===== src/pva_pkg.sv =====
// ----------------------------------------------------------------------------
// pva_pkg
// Shared types and constants of the polyphonic voice allocator.
// ----------------------------------------------------------------------------
package pva_pkg;

  // Voices asked for, and voices built: the result fields are 16 voices wide.
  localparam int Voices    = 16;
  localparam int MaskW     = 16;
  localparam int NVoice    = (Voices < MaskW) ? Voices : MaskW;
  localparam int KeyW      = 7;
  localparam int CmdW      = 2;
  localparam int VoiceIdxW = 4;

  // The last code is not assigned to any command and leaves the voices alone.
  typedef enum logic [CmdW-1:0] {
    CmdNoteOn  = 2'd0,
    CmdNoteOff = 2'd1,
    CmdUpdate  = 2'd2,
    CmdUnused  = 2'd3
  } cmd_e;

  typedef struct packed {
    logic [CmdW-1:0]  command;
    logic [KeyW-1:0]  key;
    logic [MaskW-1:0] env_off_mask;
  } item_t;

  typedef struct packed {
    logic                 status;
    logic [VoiceIdxW-1:0] voice_index;
    logic                 start_attack;
    logic [MaskW-1:0]     active_mask;
    logic [MaskW-1:0]     gate_mask;
  } result_t;

endpackage


===== src/pva_if.sv =====
// ----------------------------------------------------------------------------
// pva_in_if / pva_out_if
// Valid/ready channels carrying commands into and results out of the block.
// ----------------------------------------------------------------------------
interface pva_in_if;
  logic                     valid;
  logic                     ready;
  logic [pva_pkg::CmdW-1:0]  command;
  logic [pva_pkg::KeyW-1:0]  key;
  logic [pva_pkg::MaskW-1:0] env_off_mask;

  modport source (output valid, command, key, env_off_mask, input ready);
  modport sink   (input valid, command, key, env_off_mask, output ready);
endinterface

interface pva_out_if;
  logic                         valid;
  logic                         ready;
  logic                         status;
  logic [pva_pkg::VoiceIdxW-1:0] voice_index;
  logic                         start_attack;
  logic [pva_pkg::MaskW-1:0]     active_mask;
  logic [pva_pkg::MaskW-1:0]     gate_mask;

  modport source (output valid, status, voice_index, start_attack, active_mask,
                  gate_mask, input ready);
  modport sink   (input valid, status, voice_index, start_attack, active_mask,
                  gate_mask, output ready);
endinterface


===== src/pva_core.sv =====
// ----------------------------------------------------------------------------
// pva_core
// Voice state registers, voice selection and the per-command state update.
// ----------------------------------------------------------------------------
module pva_core (
  input  logic             clk_i,
  input  logic             rst_ni,
  input  logic             step_i,
  input  pva_pkg::item_t   item_i,
  output pva_pkg::result_t result_o
);
  import pva_pkg::*;

  logic [NVoice-1:0] on_q, on_d;
  logic [NVoice-1:0] gate_q, gate_d;
  logic [KeyW-1:0]   note_q [NVoice];
  logic [KeyW-1:0]   note_d [NVoice];

  logic [NVoice-1:0] free_mask, rel_mask, pick_src, pick_oh, key_hit, clr_mask;
  logic [VoiceIdxW-1:0] pick_idx;
  logic              found;

  always_comb begin
    free_mask = ~on_q;
    rel_mask  = on_q & ~gate_q;
    pick_src  = (|free_mask) ? free_mask : rel_mask;
    found     = |pick_src;
    // Isolate the lowest set bit.
    pick_oh   = pick_src & (~pick_src + NVoice'(1));
    pick_idx  = '0;
    for (int v = 0; v < NVoice; v++) begin
      if (pick_oh[v]) begin
        pick_idx = VoiceIdxW'(v);
      end
      key_hit[v] = on_q[v] && (note_q[v] == item_i.key);
    end
    clr_mask = on_q & item_i.env_off_mask[NVoice-1:0];
  end

  always_comb begin
    on_d     = on_q;
    gate_d   = gate_q;
    note_d   = note_q;
    result_o = '0;
    case (cmd_e'(item_i.command))
      CmdNoteOn: begin
        if (found) begin
          on_d   = on_q | pick_oh;
          gate_d = gate_q | pick_oh;
          for (int v = 0; v < NVoice; v++) begin
            if (pick_oh[v]) begin
              note_d[v] = item_i.key;
            end
          end
          result_o.voice_index  = pick_idx;
          result_o.start_attack = 1'b1;
        end else begin
          result_o.status = 1'b1;
        end
      end
      CmdNoteOff: begin
        gate_d = gate_q & ~key_hit;
      end
      CmdUpdate: begin
        on_d   = on_q & ~clr_mask;
        gate_d = gate_q & ~clr_mask;
        for (int v = 0; v < NVoice; v++) begin
          if (clr_mask[v]) begin
            note_d[v] = '0;
          end
        end
      end
      default: begin
      end
    endcase
    result_o.active_mask = MaskW'(on_d);
    result_o.gate_mask   = MaskW'(gate_d);
  end

  always_ff @(posedge clk_i or negedge rst_ni) begin
    if (!rst_ni) begin
      on_q   <= '0;
      gate_q <= '0;
      for (int v = 0; v < NVoice; v++) begin
        note_q[v] <= '0;
      end
    end else if (step_i) begin
      on_q   <= on_d;
      gate_q <= gate_d;
      note_q <= note_d;
    end
  end

endmodule


===== src/poly_voice_allocator.sv =====
// ----------------------------------------------------------------------------
// poly_voice_allocator
// Polyphonic voice allocator: note on, note off and envelope status update.
// ----------------------------------------------------------------------------
//   Channel  Dir  Payload
//   in_i     in   command, key, env_off_mask
//   out_o    out  status, voice_index, start_attack, active_mask, gate_mask
//
// An item is registered on accept and its result is registered as the item
// advances; one item is taken every cycle unless the output is stalled.
// The voice state is updated as the item moves into the result register.
// A stalled output holds both stages; the input is still taken while the
// input register is empty. Reset clears all voices and both valid flags.
module poly_voice_allocator (
  input  logic       clk_i,
  input  logic       rst_ni,
  pva_in_if.sink     in_i,
  pva_out_if.source  out_o
);
  import pva_pkg::*;

  logic    in_vld_q, out_vld_q;
  item_t   item_q;
  result_t res_q, res_d;
  logic    advance;

  assign advance  = in_vld_q && (!out_vld_q || out_o.ready);
  assign in_i.ready = !in_vld_q || advance;

  pva_core u_core (
    .clk_i    (clk_i),
    .rst_ni   (rst_ni),
    .step_i   (advance),
    .item_i   (item_q),
    .result_o (res_d)
  );

  always_ff @(posedge clk_i or negedge rst_ni) begin
    if (!rst_ni) begin
      in_vld_q  <= 1'b0;
      out_vld_q <= 1'b0;
    end else begin
      if (in_i.ready) begin
        in_vld_q <= in_i.valid;
      end
      if (!out_vld_q || out_o.ready) begin
        out_vld_q <= in_vld_q;
      end
    end
  end

  always_ff @(posedge clk_i) begin
    if (in_i.valid && in_i.ready) begin
      item_q.command      <= in_i.command;
      item_q.key          <= in_i.key;
      item_q.env_off_mask <= in_i.env_off_mask;
    end
    if (advance) begin
      res_q <= res_d;
    end
  end

  assign out_o.valid        = out_vld_q;
  assign out_o.status       = res_q.status;
  assign out_o.voice_index  = res_q.voice_index;
  assign out_o.start_attack = res_q.start_attack;
  assign out_o.active_mask  = res_q.active_mask;
  assign out_o.gate_mask    = res_q.gate_mask;

endmodule


===== src/flat_wrapper.sv =====
// flat-port wrapper written by rule: the top's interface ports become plain ports
module poly_voice_allocator_flat import pva_pkg::*;
  (clk_i, rst_ni, in_i_valid, in_i_command, in_i_key, in_i_env_off_mask, in_i_ready, out_o_valid, out_o_status, out_o_voice_index, out_o_start_attack, out_o_active_mask, out_o_gate_mask, out_o_ready);
  pva_in_if in_i_i ();
  pva_out_if out_o_i ();
  input  logic clk_i;
  input  logic rst_ni;
  input wire logic [$bits(in_i_i.valid)-1:0] in_i_valid;
  input wire logic [$bits(in_i_i.command)-1:0] in_i_command;
  input wire logic [$bits(in_i_i.key)-1:0] in_i_key;
  input wire logic [$bits(in_i_i.env_off_mask)-1:0] in_i_env_off_mask;
  output wire logic [$bits(in_i_i.ready)-1:0] in_i_ready;
  output wire logic [$bits(out_o_i.valid)-1:0] out_o_valid;
  output wire logic [$bits(out_o_i.status)-1:0] out_o_status;
  output wire logic [$bits(out_o_i.voice_index)-1:0] out_o_voice_index;
  output wire logic [$bits(out_o_i.start_attack)-1:0] out_o_start_attack;
  output wire logic [$bits(out_o_i.active_mask)-1:0] out_o_active_mask;
  output wire logic [$bits(out_o_i.gate_mask)-1:0] out_o_gate_mask;
  input wire logic [$bits(out_o_i.ready)-1:0] out_o_ready;
  assign in_i_i.valid = in_i_valid;
  assign in_i_i.command = in_i_command;
  assign in_i_i.key = in_i_key;
  assign in_i_i.env_off_mask = in_i_env_off_mask;
  assign in_i_ready = in_i_i.ready;
  assign out_o_valid = out_o_i.valid;
  assign out_o_status = out_o_i.status;
  assign out_o_voice_index = out_o_i.voice_index;
  assign out_o_start_attack = out_o_i.start_attack;
  assign out_o_active_mask = out_o_i.active_mask;
  assign out_o_gate_mask = out_o_i.gate_mask;
  assign out_o_i.ready = out_o_ready;
  poly_voice_allocator u_core (.clk_i(clk_i), .rst_ni(rst_ni), .in_i(in_i_i), .out_o(out_o_i));
endmodule

===== config.mk =====
export PLATFORM = sky130hd
export DESIGN_NAME = poly_voice_allocator_flat
export DESIGN_NICKNAME = d
export VERILOG_FILES = /design/src/pva_pkg.sv /design/src/pva_if.sv /design/src/pva_core.sv /design/src/poly_voice_allocator.sv /design/src/flat_wrapper.sv
export SDC_FILE = /design/constraint.sdc
export NUM_CORES = 1
export LEC_CHECK = 0
export BUFFER_PORTS_ARGS = -buffer_cell sky130_fd_sc_hd__buf_2
export CELL_PAD_IN_SITES_DETAIL_PLACEMENT = 0
export CELL_PAD_IN_SITES_GLOBAL_PLACEMENT = 1
export CORE_AREA = 4 4 163 165
export CTS_CLUSTER_DIAMETER = 40
export DETAILED_ROUTE_END_ITERATION = 8
export DIE_AREA = 0 0 167 169
export HOLD_SLACK_MARGIN = 0.06
export PLACE_DENSITY_LB_ADDON = 0.1
export SYNTH_ARGS = -nofsm -noshare
export SYNTH_HDL_FRONTEND = slang
export SYNTH_SLANG_ARGS = --single-unit

===== constraint.sdc =====
create_clock -name clk_i -period 3.5 [get_ports clk_i]
set_clock_uncertainty 0.05 [all_clocks]
set_input_delay 0.175 -clock clk_i [delete_from_list [all_inputs] [get_ports clk_i]]
set_output_delay 0.175 -clock clk_i [all_outputs]
set_load 0.01 [all_outputs]

==> impl_metrics.ini, run 1 <==
[critical_path]
rrSetupSlack_ps = 280
end_kind = flop
worstPathCellList = nand4_4, or4_1, buf_4, o22ai_1, nand3_1, a211o_1, mux2_4
startpoint_type = flop
cp_slowest_stage_delay_ps = 620
setup.worst_path.class = flop to flop
critPathSlowestCell = or4_1
data_arrival_at_the_endpoint_of_the_critical_path_ps = 3550
cp.required_ps = 3830
path_max_fanout = 9

[job]
cap_viol_max_count = 0

[synth]
synth_cell_types = 70
yosys.area_share.xor_xnor_pct = 9.20
synth.area.mux_share_pct = 11.8
synth.yosys.seq_area_share_pct = 52.0
post_synthesis_instance_area_mm2 = 0.0107
synth.avg_cell_area_um2 = 11.4
dominant_combinational_cell_family_by_area_after_synthesis = simple AND/OR/NAND/NOR gates
synth-simple-area-share_pct = 12.1
ys_warn_count = 0
synth_compound_gate_area_share_pct = 11.7
synth_register_bits = 209
synth-adder-area-share_pct = 0.352
mappedNetlistNets = 970
synth_async_sr_flop_share_pct = 69.9
synth-edff-count = 63
synth_flop_cell = dfrtp_1
synthesized_netlist_cell_count = 938

[min_path]
timing.hold.worst.class = input pin to async pin

[cts]
cts_made_buffers = 37
clock_sinks = 209
clock_latency_ps = 520
clock_path_buffers = 3
cts.htree.levels = 2
cts.reportedPaths.clkPinSlew_ps = 60
tritoncts = done
clk_root_buffer_cell = clkbuf_16
cts_post_setup_buffers_inserted = 0

[grt]
grt_overflow = 0
grt_usage_pct = 22.4
grt_pass1_vias = 8177
number_of_antenna_violations_at_the_first_check_in_global_routing = 1
grt_max_degree = 82
grt_first_pass_wirelength_mm = 49.1

[power]
max-vdd-ir-drop_mv = 0.436
p_total_uw = 8820
power.density_cell_area_mw_per_mm2 = 668
power_leakage_uw = 0.00549

[routing]
drt.antenna.violating_nets = 0
route.top_layer_used = met4
detail_route.wirelength.met1_mm = 14.1
avgRoutedWirePerCell_um = 22.2
post-route-drc-count = 0
total_wire_length_after_detailed_routing_mm = 31.7
via_count = 7913
violation_count_after_the_first_detailed_routing_iteration = 636
met3RoutedLength_mm = 1.88
mean_number_of_vias_per_cell = 5.55
met2WireLength_mm = 14.7
detailedRoute.firstPassIterationCount = 5

[placement]
dp_wirelength_mm = 21.2
place.gp.congestion = 0.931
placed_cells_incl_taps = 1331
buffer_ports.inserted = 68

[die]
die_width_um = 167
floorplan.core_area_mm2 = 0.0250
floorplan.initialDensity_pct = 42.6
io-pin-count = 69
dieArea_mm2 = 0.0282
die_outline_height_um = 169
placement_rows = 58

[finish]
synthToLayoutAreaGrowth_pct = 23.8
final_layout_size_suffix_gt1_share_pct = 29.5
layout.area.seq_mm2 = 0.00555
n_antenna_cell = 0
filler_cell_count = 2286
multiInputGateArea_mm2 = 0.00483
num-nets-final = 1101
final-instance-count-excl-fill = 1427

[sta]
finalCritPeriodShare_pct = 92.0
worst_pin_slew_ps = 999
max_clock_freq_mhz = 310
fin_crit_ps = 3220
final.setup.tns_ps = 0
finalMaxSlewViolations = 0
final_number_of_hold_violating_endpoints = 0
timing.final.setup_violations = 0
rsz0062_at_grt = false
slew-limit-headroom_pct = 33.1

[run_status]
run_status = completed
[worst paths after layout]
| kind | from | end | depth (start not counted) |
|---|---|---|---|
| max in group asynchronous | rst_ni | u_core.u_core.gate_q[1] | 3 |
| min reg2reg | u_core.in_vld_q | u_core.out_o.valid | 1 |
| min | rst_ni | u_core.u_core.note_q[26] | 2 |
| max | u_core.u_core.on_q[11] | u_core.u_core.note_q[19] | 7 |
| max reg2reg | u_core.u_core.on_q[11] | u_core.u_core.note_q[19] | 7 |
| min in group clk_i | in_i_env_off_mask[14] | u_core.item_q[14] | 2 |
[cells by family after synthesis]
logic type / Yosys count
flip-flops: 209
XOR/XNOR: 112
buffers and inverters: 73
adder cells (fa/ha/maj): 3
AND/OR/NAND/NOR: 246
AO/OA/AOI/OAI: 188
multiplexers: 107
[sequential cells by signal, summed over array words and instances (netlist names), 4 cells and up]
signal,cells
u_core.out_o.gate_mask,16
u_core.u_core.gate_q,16
u_core.out_o.voice_index,4
u_core.u_core.on_q,16
u_core.u_core.note_q,112
u_core.out_o.active_mask,16
u_core.item_q,25
[synthesized netlist by cell type (all sizes together), types with 3 or more instances]
cell / n / area (um2)
a22o: 7 / 61.3
xor2: 61 / 534
nor3b: 11 / 87.6
nor3: 4 / 25.0
a21boi: 5 / 37.5
nand2: 71 / 267
and2: 6 / 37.5
ha: 3 / 37.5
a21oi: 62 / 314
nand3b: 3 / 22.5
a31oi: 18 / 119
nand3: 27 / 135
buf: 16 / 90.1
o21a: 6 / 45.0
a211oi: 5 / 47.5
nor2: 40 / 150
a221oi: 4 / 65.1
o211ai: 5 / 37.5
dfrtp: 146 / 3650
o21ai: 46 / 241
and3: 15 / 93.8
mux2: 107 / 1260
o22a: 6 / 52.6
xnor2: 51 / 447
nand2b: 5 / 31.3
edfxtp: 63 / 1890
inv: 8 / 30.0
a311oi: 4 / 35.0
nand4: 28 / 196
nor2b: 12 / 75.1
nor4: 16 / 100
clkbuf: 48 / 180
[timing repair]
| action | 4_1_cts | 5_1_grt |
|---|---|---|
| hold buffers | 29 | 0 |
| hold endpoints to repair | 92 | 0 |
| resized for setup | 0 | 0 |
[layout by cell type, fill, tap and decap left out, types with 5 or more instances in the layout]
cell,count
a21boi_0,5
a21oi_1,61
a22o_1,7
a31oi_1,17
and2_1,6
and3_1,15
buf_2,67
buf_4,58
clkbuf_16,40
clkinv_2,5
clkinvlp_4,5
dfrtp_1,146
dlygate4sd3_1,29
edfxtp_1,63
inv_1,7
mux2_2,93
mux2_4,14
nand2_1,71
nand2b_1,5
nand3_1,27
nand4_1,26
nor2_1,40
nor2b_1,6
nor2b_2,6
nor3b_1,10
nor4_1,16
o211ai_1,5
o21a_1,6
o21ai_0,37
o21ai_1,6
o22a_1,6
xnor2_1,51
xor2_1,61
[routing by layer]
layer,vias up,track usage [%]
li1,3669,-
met1,3925,31.1
met2,256,36.1
met3,63,4.06
met4,0,7.08
met5,-,0
[critical path, delay by kind of cell (launching register included)]
| kind | cells | cell delay [ps] |
|---|---|---|
| compound gates | 2 | 810 |
| buf+inv | 1 | 200 |
| flops | 1 | 530 |
| mux | 1 | 360 |
| simple gates | 3 | 1120 |
[metrics by stage]
stage | util [%] | hold slack, ps | area [um2] | setup WS (ps)
after floorplan | - | -171 | 10700 | 784
after global placement | 46.4 | 180 | 11600 | 431
after detailed placement | 46.4 | 184 | 11600 | 350
after CTS | 52.7 | 220 | 13200 | 319
after global routing | 52.7 | 267 | 13200 | 149
final | 52.7 | 201 | 13200 | 278
[power breakdown]
group / internal, uW / leakage (uW) / total (uW) / switching (uW)
Combinational: 876 / 0.00244 / 1680 / 806
Sequential: 3080 / 0.00244 / 3470 / 391
Clock: 2400 / 0.000618 / 3660 / 1260
Total: 6360 / 0.00549 / 8820 / 2460
[final cells by class]
class | instances | area share (%)
Tap cell | 330 | 3.13
Clock inverter | 19 | 1.59
Sequential cell | 209 | 42.0
Timing Repair Buffer | 156 | 8.28
Inverter | 9 | 0.256
Clock buffer | 48 | 8.12
Multi-Input combinational cell | 656 | 36.6
Note: power is estimated with default switching activity, not from simulation.
==> run 2: changes to the inputs <==
Settings changed: CAP_MARGIN set to 20, CORE_AREA 4 4 163 165 to 4 4 146 184, DIE_AREA 0 0 167 169 to 0 0 150 188, SETUP_SLACK_MARGIN set to 0.15.
==> run 2 against run 1 <==
Effect of this change:
- utilization down 0.82 points
- design area down 1.5%
- wire length down 0.89%
- sequential power about the same
- final cell count down 0.14%
- clock power down 16%
- largest cell class unchanged
- critical path type unchanged
- sequential cell count unchanged
==> impl_metrics.ini, run 2 (synthesized netlist as in run 1, its figures left out) <==
[cts]
clock_sinks = 209
tritoncts = done
clk_root_buffer_cell = clkbuf_16
cts_post_setup_buffers_inserted = 0
clock_path_buffers = 3
clock_latency_ps = 550
cts.htree.levels = 1
cts.reportedPaths.clkPinSlew_ps = 60
cts_made_buffers = 30

[sta]
final.hold.worst_slack_ps = 229
timing.final.setup_violations = 0
finalMaxSlewViolations = 0
rsz0062_at_grt = false
finalCritPeriodShare_pct = 90.7
fin_crit_ps = 3170
max_clock_freq_mhz = 315
final_number_of_hold_violating_endpoints = 0
slew-limit-headroom_pct = 35.7
worst_pin_slew_ps = 964
final.setup.tns_ps = 0

[power]
p_total_uw = 8250
max-vdd-ir-drop_mv = 0.408
power.density_cell_area_mw_per_mm2 = 634
power_leakage_uw = 0.00539

[finish]
largest_register = u_core.u_core.note_q
max_ffs_per_register = 112
layout_commonest_cell = dfrtp_1
layout_common_cells = dfrtp_1 (145), mux2_2 (93), nand2_1 (71), buf_2 (67), edfxtp_1 (63)
num-nets-final = 1098
biggestRegsByFlops = u_core.u_core.note_q (112), u_core.item_q (25)
final_layout_size_suffix_gt1_share_pct = 28.6
filler_cell_count = 2310
finalInstanceArea_mm2 = 0.0130
synthToLayoutAreaGrowth_pct = 21.9
n_antenna_cell = 0

[job]
cap_viol_max_count = 0

[placement]
buffer_ports.inserted = 68
dp_wirelength_mm = 21.6
placement.cell_area_mm2 = 0.0117
place.gp.congestion = 0.941

[die]
dieArea_mm2 = 0.0282
placement_rows = 65
die_width_um = 150
floorplan.initialDensity_pct = 42.6
die_outline_height_um = 188
io-pin-count = 69
floorplan.core_area_mm2 = 0.0250

[grt]
grt_usage_pct = 22.5
number_of_antenna_violations_at_the_first_check_in_global_routing = 0
grt_max_degree = 94
grt_first_pass_wirelength_mm = 48.9
grt_overflow = 0
grt_pass1_vias = 8085

[critical_path]
path_max_fanout = 7
data_arrival_at_the_endpoint_of_the_critical_path_ps = 3540
end_kind = flop
setup.worst_path.class = flop to flop
worstPathCellList = nand2_1, or3_1, a311oi_1, a2111oi_4, a31o_1, a221o_1, mux2_4
critPathSlowestCell = dfrtp_1
cp_slowest_stage_delay_ps = 560
startpoint_type = flop
cp.required_ps = 3870

[routing]
detailedRoute.firstPassIterationCount = 4
drt.antenna.violating_nets = 0
post-route-drc-count = 0
violation_count_after_the_first_detailed_routing_iteration = 446
via_count = 7849
total_wire_length_after_detailed_routing_mm = 31.4
mean_number_of_vias_per_cell = 5.51
avgRoutedWirePerCell_um = 22.0

[run_status]
run_status = completed

[min_path]
timing.hold.worst.class = input pin to async pin
-- run 2: cell types whose count changed in the layout (fill, tap and decap cells not counted), moves of 2 or more --
cell	before	now
clkbuf_16	40	31
buf_4	58	61
clkinv_1	0	3
clkinvlp_4	5	2
nor2b_1	6	9
nor2b_2	6	3
clkbuf_8	4	2
inv_6	2	4
inv_8	2	0
-- run 2: timing repair --
| item | in CTS | in global routing |
|---|---|---|
| endpoints found under the hold margin | 121 | 0 |
| hold buffers | 29 | 0 |
| setup endpoints to repair | 0 | 27 |
| resized for setup | 0 | 4 |
-- run 2: layer usage --
metal	GRT usage, %	part of all wire, %	up-vias
met1	30.0	43	3930
met3	2.71	3.8	61
met4	7.78	3.4	0
met5	0	0	-
li1	-	-	3674
met2	37.9	49	184
-- run 2: where the power goes --
group	switching, uW	total, uW	internal [uW]
Combinational	790	1680	891
Sequential	401	3480	3080
Clock	1120	3080	1960
Total	2320	8250	5930
-- run 2: cell type report --
cell class	count	area, um2	share of cell area [%]
sequential	209	5550	42.7
multi-input combinational	656	4830	37.2
timing repair buffer	160	1130	8.73
clock buffer	38	822	6.32
tap	335	419	3.22
clock inverter	18	210	1.62
inverter	9	33.8	0.260
-- run 2: worst paths after layout --
check                                          from                        to  slack, ps  cells after the start
min                                          rst_ni  u_core.u_core.note_q[36]        230                      2
max reg2reg                  u_core.u_core.on_q[12]  u_core.u_core.note_q[83]        330                      7
min in group clk_i                      in_i_key[4]         u_core.item_q[20]        290                      2
max                          u_core.u_core.on_q[12]  u_core.u_core.note_q[83]        330                      7
max in group asynchronous                    rst_ni           u_core.in_vld_q       2260                      3
min reg2reg                u_core.u_core.note_q[40]  u_core.u_core.note_q[40]        470                      1
-- run 2: per-stage QoR --
step	cells	setup WS [ps]	util, %
finish	1425	325	51.9
global route	1425	164	51.9
CTS	1425	290	51.8
detailed placement	1340	323	46.6
global placement	1340	359	46.6
floorplan	938	784	-
-- run 2: critical path, delay by kind of cell (launching register included) --
kind	cells	cell delay [ps]
muxes	1	360
AOI/OAI and AO/OA	4	1420
and+or+nand+nor	2	630
DFF	1	560
==> run 3: changes to the inputs <==
Settings changed: CORE_AREA 4 4 146 184 to 4 4 174 218, CTS_CLUSTER_DIAMETER 40 to 80, CTS_CLUSTER_SIZE set to 12, DIE_AREA 0 0 150 188 to 0 0 178 222.
==> run 3 against run 2 <==
Effect of this change:
- sequential cell count is the same
- non-clock buffer count grew 9
- count of clock-buffer cells in the layout shrank 2
- die area grew 40%
- via count shrank 0.87%
- utilization shrank 16 points
- register-to-register slack gained 40 ps
- hold slack gained 24 ps
- clock power shrank 31%
- largest cell class unchanged
- sequential share of layout area grew 0.56 points
- total power shrank 11%
- sequential power is essentially flat
==> impl_metrics.ini, run 3 (synthesized netlist as in run 1, its figures left out) <==
[die]
die_width_um = 178
dieArea_mm2 = 0.0395
die_outline_height_um = 222
floorplan.initialDensity_pct = 29.6
io-pin-count = 69
placement_rows = 78
floorplan.core_area_mm2 = 0.0360

[cts]
clk_root_buffer_cell = clkbuf_16
clock_sinks = 209
cts.reportedPaths.clkPinSlew_ps = 70
cts.htree.levels = 1
clock_path_buffers = 3
tritoncts = done
cts_made_buffers = 21
clock_latency_ps = 520

[finish]
synthToLayoutAreaGrowth_pct = 20.3
biggestRegsByFlops = u_core.u_core.note_q (112), u_core.item_q (25)
num-nets-final = 1098
n_antenna_cell = 0
largest_register = u_core.u_core.note_q
final_layout_size_suffix_gt1_share_pct = 27.2
multiInputGateArea_mm2 = 0.00483
filler_cell_count = 3616
layout_commonest_cell = dfrtp_1
layout.core_utilization_pct = 35.6
finalInstanceArea_mm2 = 0.0128
max_ffs_per_register = 112
layout_common_cells = dfrtp_1 (146), mux2_2 (93), nand2_1 (71), buf_4 (69), buf_2 (67)
layout.area.seq_mm2 = 0.00555

[sta]
final.setup.tns_ps = 0
worst_pin_slew_ps = 987
rsz0062_at_grt = false
finalMaxSlewViolations = 0
max_clock_freq_mhz = 319
timing.final.setup_violations = 0
finalCritPeriodShare_pct = 89.6
final_number_of_hold_violating_endpoints = 0
slew-limit-headroom_pct = 34.2
fin_crit_ps = 3140

[routing]
post-route-drc-count = 0
drt.antenna.violating_nets = 0
via_count = 7781
avgRoutedWirePerCell_um = 22.1
total_wire_length_after_detailed_routing_mm = 34.4
detailedRoute.firstPassIterationCount = 5
violation_count_after_the_first_detailed_routing_iteration = 442
mean_number_of_vias_per_cell = 4.99

[placement]
placement.cell_area_mm2 = 0.0119
buffer_ports.inserted = 68
dp_wirelength_mm = 24.4
place.gp.congestion = 0.826

[grt]
number_of_antenna_violations_at_the_first_check_in_global_routing = 0
grt_pass1_vias = 8044
grt_overflow = 0
grt_usage_pct = 17.5
grt_max_degree = 79
grt_first_pass_wirelength_mm = 52.6

[critical_path]
setup.worst_path.class = flop to flop
end_kind = flop
timing.reg2reg.worst_path_depth = 8
data_arrival_at_the_endpoint_of_the_critical_path_ps = 3480
startpoint_type = flop
critical_path.reg2reg.endpoint = u_core.u_core.note_q[35]
path_max_fanout = 8
worst_r2r_startpoint = u_core.u_core.on_q[14]
cp.required_ps = 3850
rrSetupSlack_ps = 360

[power]
power.density_cell_area_mw_per_mm2 = 570
power_leakage_uw = 0.00522
max-vdd-ir-drop_mv = 0.291

[job]
cap_viol_max_count = 0

[min_path]
timing.hold.worst.class = input pin to async pin

[run_status]
run_status = completed
-- run 3: final cells by class --
class / count / area share, %
sequential: 209 / 43.2
multi-input combinational: 656 / 37.6
timing repair buffer: 169 / 9.47
clock buffer: 36 / 4.70
tap: 480 / 4.68
inverter: 9 / 0.263
-- run 3: repair_timing --
action                     4_1_cts  5_1_grt
setup endpoints to repair        0       36
hold endpoints to repair       103        0
resized for setup                0        3
hold buffers                    29        0
setup buffers                    0        3
-- run 3: stage by stage --
stage / hold slack [ps] / setup slack [ps] / total power, uW / std cells
floorplan: -171 / 784 / 4630 / 938
global placement: 261 / 331 / 5210 / 1491
detailed placement: 263 / 284 / 5220 / 1491
CTS: 272 / 274 / 7420 / 1556
global route: 304 / 172 / 7740 / 1559
finish: 253 / 364 / 7310 / 1559
-- run 3: worst max path at each step --
stage,startpoint,end,slack [ps],cells past startpoint
2_1_floorplan,u_core.u_core.on_q[9],u_core.u_core.note_q[77],780,10
5_1_grt,u_core.u_core.on_q[14],u_core.u_core.note_q[77],170,7
4_1_cts,u_core.u_core.on_q[14],u_core.u_core.note_q[31],270,6
3_5_place_dp,u_core.u_core.on_q[14],u_core.u_core.note_q[96],280,7
3_3_place_gp,u_core.u_core.on_q[14],u_core.u_core.note_q[93],330,7
6_report,u_core.u_core.on_q[14],u_core.u_core.note_q[35],360,8
-- run 3: power breakdown --
group          internal (uW)  total [uW]  switching, uW
registers               3080        3470            389
logic                    885        1700            819
clock network           1160        2140            975
total                   5130        7310           2180
-- run 3: per-layer routing --
| layer | vias to the layer above | routed length (um) | track usage, % |
|---|---|---|---|
| li1 | 3651 | - | - |
| met1 | 3927 | 14900 | 23.1 |
| met2 | 165 | 17600 | 30.7 |
| met3 | 38 | 1240 | 1.79 |
| met4 | 0 | 718 | 4.54 |
| met5 | - | 0 | 0 |
-- run 3: critical path, cell delays in order, from the launching register on --
cell,delay (ps)
dfrtp_1,490
nand4_1,240
or4_1,640
buf_4,220
o21ai_0,340
nand2_1,160
a221oi_2,320
buf_4,220
mux2_2,340
